$ cat config.mk
export PLATFORM = sky130hd
export DESIGN_NAME = integer_property_classifier
export DESIGN_NICKNAME = d
export VERILOG_FILES = /design/src/hw/rtl/ipc_pkg.sv /design/src/hw/rtl/ipc_cmp.sv /design/src/hw/rtl/ipc_core.sv /design/src/hw/rtl/integer_property_classifier.sv
export SDC_FILE = /design/constraint.sdc
export NUM_CORES = 1
export LEC_CHECK = 0
export ABC_AREA = 1
export BUFFER_PORTS_ARGS = -buffer_cell sky130_fd_sc_hd__buf_2
export CORE_AREA = 2 2 219 221
export DETAILED_ROUTE_END_ITERATION = 6
export DIE_AREA = 0 0 221 223
export GPL_TIMING_DRIVEN = 0
export PLACE_DENSITY_LB_ADDON = 0.2
export SLEW_MARGIN = 20
export SYNTH_ARGS = -nofsm -noshare
export SYNTH_HDL_FRONTEND = slang
export SYNTH_HIERARCHICAL = 1
export SYNTH_SLANG_ARGS = --single-unit
$ cat constraint.sdc
create_clock -name clk -period 13.2 [get_ports clk]
set_clock_uncertainty 0.1 [all_clocks]
set_input_delay 2.64 -clock clk [delete_from_list [all_inputs] [get_ports clk]]
set_output_delay 2.64 -clock clk [all_outputs]
set_load 0.005 [all_outputs]
$ cat src/hw/rtl/ipc_pkg.sv
// Shared types, constants and the factorial table for the integer property classifier.
`timescale 1ns / 1ps
`default_nettype none

package ipc_pkg;

  localparam int VALUE_W    = 31;   // width of the tested integer
  localparam int OPW        = 36;   // width of the shared compare/subtract unit
  localparam int SQ_STEPS   = 16;   // square root: two value bits per step
  localparam int CUBE_STEPS = 11;   // cube root: three value bits per step
  localparam int FACT_COUNT = 12;   // 1! .. 12!, 13! does not fit in 31 bits
  localparam int CNT_W      = 4;
  localparam int CUBE_SH0   = 30;   // first shift of the cube root trial term

  typedef enum logic [1:0] {
    PROP_FIB    = 2'd0,
    PROP_SQUARE = 2'd1,
    PROP_CUBE   = 2'd2,
    PROP_FACT   = 2'd3
  } prop_t;

  typedef struct packed {
    logic [OPW-1:0] diff;   // a - b, valid when ge
    logic           ge;     // a >= b
    logic           eq;     // a == b
  } ipc_cmp_t;

  typedef struct packed {
    logic idle;
    logic done;
    logic matched;
  } ipc_status_t;

  function automatic logic [31:0] fact_value(input logic [CNT_W-1:0] idx);
    logic [31:0] f;
    case (idx)
      4'd0:    f = 32'd1;
      4'd1:    f = 32'd2;
      4'd2:    f = 32'd6;
      4'd3:    f = 32'd24;
      4'd4:    f = 32'd120;
      4'd5:    f = 32'd720;
      4'd6:    f = 32'd5040;
      4'd7:    f = 32'd40320;
      4'd8:    f = 32'd362880;
      4'd9:    f = 32'd3628800;
      4'd10:   f = 32'd39916800;
      4'd11:   f = 32'd479001600;
      default: f = 32'hFFFF_FFFF;   // never equals a 31-bit value
    endcase
    return f;
  endfunction

endpackage

`default_nettype wire

$ cat src/hw/rtl/ipc_cmp.sv
// Shared compare/subtract unit used by every property test.
`timescale 1ns / 1ps
`default_nettype none

module ipc_cmp import ipc_pkg::*; (
  input  logic [OPW-1:0] a,
  input  logic [OPW-1:0] b,
  output ipc_cmp_t       res
);

  logic [OPW:0] diff_full;

  assign diff_full = {1'b0, a} - {1'b0, b};
  assign res.diff  = diff_full[OPW-1:0];
  assign res.ge    = ~diff_full[OPW];
  assign res.eq    = (a == b);

endmodule

`default_nettype wire

$ cat src/hw/rtl/ipc_core.sv
// Step sequencer for the Fibonacci, square root, cube root and factorial tests.
`timescale 1ns / 1ps
`default_nettype none

module ipc_core import ipc_pkg::*; (
  input  logic               clk,
  input  logic               rst,
  input  logic               start,
  input  prop_t              sel_in,
  input  logic [VALUE_W-1:0] value,
  input  logic               take,
  output ipc_status_t        status
);

  typedef enum logic [1:0] {S_IDLE, S_RUN, S_DONE} state_t;

  state_t             state;
  prop_t              sel;
  logic [CNT_W-1:0]   cnt;
  logic [VALUE_W-1:0] rem;      // square/cube remainder
  logic [31:0]        acc;      // fib lo, square root accumulator
  logic [32:0]        aux;      // fib hi, square root bit
  logic [10:0]        y;        // partial cube root
  logic [4:0]         sh;       // cube trial shift
  logic               matched;

  logic [11:0]        y2;
  logic [12:0]        y2p1;
  logic [24:0]        prod;
  logic [26:0]        trial;
  logic [OPW-1:0]     op_a;
  logic [OPW-1:0]     op_b;
  logic [VALUE_W-1:0] rem_next;
  ipc_cmp_t           cmp;

  // cube step: trial = (3*y2*(y2+1) + 1) << sh, with y2 = 2*y
  assign y2    = {y, 1'b0};
  assign y2p1  = {1'b0, y2} + 13'd1;
  assign prod  = y2 * y2p1;
  assign trial = {1'b0, prod, 1'b0} + {2'b00, prod} + 27'd1;

  always_comb begin
    unique case (sel)
      PROP_FIB: begin
        op_a = OPW'(value);
        op_b = OPW'(acc);
      end
      PROP_SQUARE: begin
        op_a = OPW'(rem);
        op_b = OPW'({1'b0, acc} + aux);
      end
      PROP_CUBE: begin
        op_a = OPW'(rem);
        op_b = OPW'(trial) << sh;
      end
      PROP_FACT: begin
        op_a = OPW'(value);
        op_b = OPW'(fact_value(cnt));
      end
    endcase
  end

  ipc_cmp u_cmp (
    .a   (op_a),
    .b   (op_b),
    .res (cmp)
  );

  assign rem_next = cmp.ge ? cmp.diff[VALUE_W-1:0] : rem;

  always_ff @(posedge clk) begin
    if (rst) begin
      state <= S_IDLE;
      sel   <= PROP_FIB;
    end else begin
      unique case (state)
        S_IDLE: begin
          if (start) begin
            state   <= S_RUN;
            sel     <= sel_in;
            cnt     <= '0;
            rem     <= value;
            acc     <= '0;
            aux     <= (sel_in == PROP_FIB) ? 33'd1 : 33'h0_4000_0000;
            y       <= '0;
            sh      <= 5'(CUBE_SH0);
            matched <= 1'b0;
          end
        end
        S_RUN: begin
          unique case (sel)
            PROP_FIB: begin
              if (cmp.eq) begin
                matched <= 1'b1;
                state   <= S_DONE;
              end else if (!cmp.ge) begin
                // term passed the value
                state <= S_DONE;
              end else begin
                acc <= aux[31:0];
                aux <= {1'b0, acc} + aux;
              end
            end
            PROP_SQUARE: begin
              rem <= rem_next;
              acc <= cmp.ge ? (acc >> 1) + aux[31:0] : acc >> 1;
              aux <= aux >> 2;
              cnt <= cnt + 1'b1;
              if (cnt == CNT_W'(SQ_STEPS - 1)) begin
                matched <= (rem_next == '0);
                state   <= S_DONE;
              end
            end
            PROP_CUBE: begin
              rem <= rem_next;
              y   <= {y2[10:1], cmp.ge};
              sh  <= sh - 5'd3;
              cnt <= cnt + 1'b1;
              if (cnt == CNT_W'(CUBE_STEPS - 1)) begin
                matched <= (rem_next == '0);
                state   <= S_DONE;
              end
            end
            PROP_FACT: begin
              if (cmp.eq) begin
                matched <= 1'b1;
                state   <= S_DONE;
              end else if (cnt == CNT_W'(FACT_COUNT - 1)) begin
                state <= S_DONE;
              end else begin
                cnt <= cnt + 1'b1;
              end
            end
          endcase
        end
        S_DONE: begin
          if (take) begin
            state <= S_IDLE;
          end
        end
        default: state <= S_IDLE;
      endcase
    end
  end

  assign status.idle    = (state == S_IDLE);
  assign status.done    = (state == S_DONE);
  assign status.matched = matched;

endmodule

`default_nettype wire

$ cat src/hw/rtl/integer_property_classifier.sv
// Top level: stream ports, property register, item hold and output register.
//
//   channel   dir  handshake                    payload
//   s_axis    in   tvalid / tready              tdata[30:0] value, tlast last_item
//   m_axis    out  tvalid / tready              tdata[30:0] value_echo, tuser matched,
//                                               tlast end_of_list
//   cfg       in   cfg_we (no wait)             cfg_wdata property_select
//
// One item occupies the step sequencer for: Fibonacci 1 to 48 steps (one term per
// cycle), square 16 steps, cube 11 steps, factorial 1 to 12 table compares.
// From the done state the result moves to the output register once that is free; the
// sequencer then returns to idle and accepts the next input, so items never overlap.
// All steps go through one shared compare/subtract unit.
// rst is synchronous; it clears the sequencer, the output valid and property_select.
// A result waiting on m_axis does not block the next input transfer; the sequencer
// holds its finished result until the output register is free.
`timescale 1ns / 1ps
`default_nettype none

module integer_property_classifier import ipc_pkg::*; (
  input  logic        clk,
  input  logic        rst,
  input  logic        s_axis_tvalid,
  output logic        s_axis_tready,
  input  logic [31:0] s_axis_tdata,    // [30:0] value, [31] zero pad
  input  logic        s_axis_tlast,
  output logic        m_axis_tvalid,
  input  logic        m_axis_tready,
  output logic [31:0] m_axis_tdata,    // [30:0] value_echo, [31] zero pad
  output logic        m_axis_tuser,    // [0] matched
  output logic        m_axis_tlast,
  input  logic        cfg_we,
  input  logic [1:0]  cfg_wdata        // property_select
);

  prop_t              prop_sel;
  logic [VALUE_W-1:0] item_value;
  logic               item_last;
  logic               out_valid;
  logic [VALUE_W-1:0] out_value;
  logic               out_matched;
  logic               out_last;
  logic               in_xfer;
  logic               out_load;
  ipc_status_t        status;

  assign s_axis_tready = status.idle;
  assign in_xfer       = s_axis_tvalid && status.idle;
  assign out_load      = status.done && (!out_valid || m_axis_tready);

  always_ff @(posedge clk) begin
    if (rst) begin
      prop_sel <= PROP_FIB;
    end else if (cfg_we) begin
      prop_sel <= prop_t'(cfg_wdata);
    end
  end

  always_ff @(posedge clk) begin
    if (in_xfer) begin
      item_value <= s_axis_tdata[VALUE_W-1:0];
      item_last  <= s_axis_tlast;
    end
  end

  ipc_core u_core (
    .clk    (clk),
    .rst    (rst),
    .start  (in_xfer),
    .sel_in (prop_sel),
    .value  (in_xfer ? s_axis_tdata[VALUE_W-1:0] : item_value),
    .take   (out_load),
    .status (status)
  );

  always_ff @(posedge clk) begin
    if (rst) begin
      out_valid <= 1'b0;
    end else begin
      if (out_load) begin
        out_valid   <= 1'b1;
        out_value   <= item_value;
        out_matched <= status.matched;
        out_last    <= item_last;
      end else if (m_axis_tready) begin
        out_valid <= 1'b0;
      end
    end
  end

  assign m_axis_tvalid = out_valid;
  assign m_axis_tdata  = {1'b0, out_value};
  assign m_axis_tuser  = out_matched;
  assign m_axis_tlast  = out_last;

endmodule

`default_nettype wire

==> results.yml <==
status:
  status: "complete, no violations"
setup_path:
  cp-startpoint: "u_core/y[2]"
  slowest_stage: "fa_1"
  critical_path_class: "flop to flop"
  required_ns: 13.51
  crit_path_max_incr_delay_ns: 0.56
  cp_max_fo: 28
  path_common_cell: "inv_1"
  crit_arrival_ns: 12.54
  worstReg2RegStart: "u_core/y[2]"
  worstSetupEndpointType: "flop"
  cp-start-kind: "flop"
layout:
  diodes: 0
  syn_to_final_growth_pct: 9.59
  final_common_cell: "nand2_1"
  fillers: 4781
  nets: 3749
  final_cell_mix: "nand2_1 (917), inv_1 (532), nand3_1 (255), a21oi_1 (213), nor2_1 (209)"
  drive_above_1_share: 0.0655
clock_tree:
  htreeDepth: 1
  clock_sinks: 211
  clockBufferDepth: 3
  clkSlewWorstSetupHoldPaths_ns: 0.07
  cts_root_buf: "clkbuf_16"
  numCtsBuffers: 25
  hold_buffers: 0
  clkLatencyLatePin_ns: 0.55
  tritoncts: "built"
floorplanning:
  core_sq_um: 47100
  row_count: 80
  start_util: 0.485
  die_w_um: 221
  die-area_sq_um: 49300
  die_y_um: 223
  io_pins: 76
timing:
  hold_viol_final: 0
  slew_viol_final: 0
  setup_violations: 0
  fmax_mhz: 81.7
  max_slew.worst_pin.slew_ns: 0.965
  min_period_ns: 12.24
  fin_crit_sh: 0.927
  whs_ns: 0.327
  relSlewSlack: 0.356
  rsz0062_at_grt: "no"
synth:
  syn_area_sq_um: 22900
  synthCells: 3322
  syn_area_per_cell_sq_um: 6.88
  yosys_warnings: 6
route:
  ant_nets: 0
  routed_wirelength_mm: 78.8
  dr.pass1.iters: 5
  drtIter0Drc: 2050
  wl_per_cell_um: 19.4
  via_count: 22900
  drc: 0
  vias_per_cell: 5.63
run:
  maxCapViolCount: 0
global_route:
  antenna_found_initial: 0
  grt_max_degree: 29
  grt_overflow_total: 0
  grt_util_all_layers: 0.313
  grt_pass1_vias: 21600
  grt_first_pass_wirelength_mm: 122
place:
  dp_hpwl_mm: 65.7
  place_congestion: 0.975
  io_buffers: 73
hold_path:
  hold_class: "flop to flop"
  min-delay-start: "item_value[4]"
==> routing by layer <==
metal,GRT usage,share of wire,up-vias
met5,0,0,-
met4,0.0842,0.030,0
met3,0.0457,0.078,109
met2,0.492,0.43,899
met1,0.449,0.46,10800
li1,-,-,11100
==> worst paths after layout <==
path                                       end  slack [ns]  depth (start not counted)
worst min-delay path              out_value[4]        0.33                          0
worst min register to register    out_value[4]        0.33                          0
worst max-delay path            u_core/matched        0.96                         53
worst max register to register  u_core/matched        0.96                         53
==> metrics by stage <==
stage          TNS, ns  setup slack (ns)  cells  utilization  area (sq um)
2_1_floorplan        0              1.10   3326            -         22900
3_3_place_gp   -219.43             -3.38   4014        0.509         24000
3_5_place_dp    -26.03            -0.687   4021        0.512         24100
4_1_cts              0             0.238   4064        0.531         25000
5_1_grt              0            0.0267   4065        0.531         25000
6_report             0             0.965   4065        0.531         25000
==> worst max-delay path: cells and delay by family (launching register included) <==
kind / cells / cell delay, ns
and+or+nand+nor: 22 / 3.32
muxes: 1 / 0.30
adders and majority gates: 8 / 3.79
buffers and inverters: 14 / 2.14
xor gates and xnor gates: 1 / 0.52
DFF: 1 / 0.46
AOI/OAI and AO/OA: 7 / 1.43
==> repair_timing <==
item	4_1_cts	5_1_grt
pin swaps	0	1
endpoints found under the setup margin	65	80
resized for setup	0	8
setup buffers	0	1
==> final cells by class <==
type                            instances  area [sq um]  share of cell area
Buffer                                101           427              0.0170
Clock buffer                           30           717              0.0286
Clock inverter                         15           161             0.00644
Inverter                              547          2050              0.0820
Multi-Input combinational cell       2465         14700               0.587
Sequential cell                       211          5740               0.229
Tap cell                              615           769              0.0307
Timing Repair Buffer                   81           484              0.0193
Power is left out: the tool's default activity adds up to more than one toggle a clock period on the data nets, which glitch-free logic cannot reach.
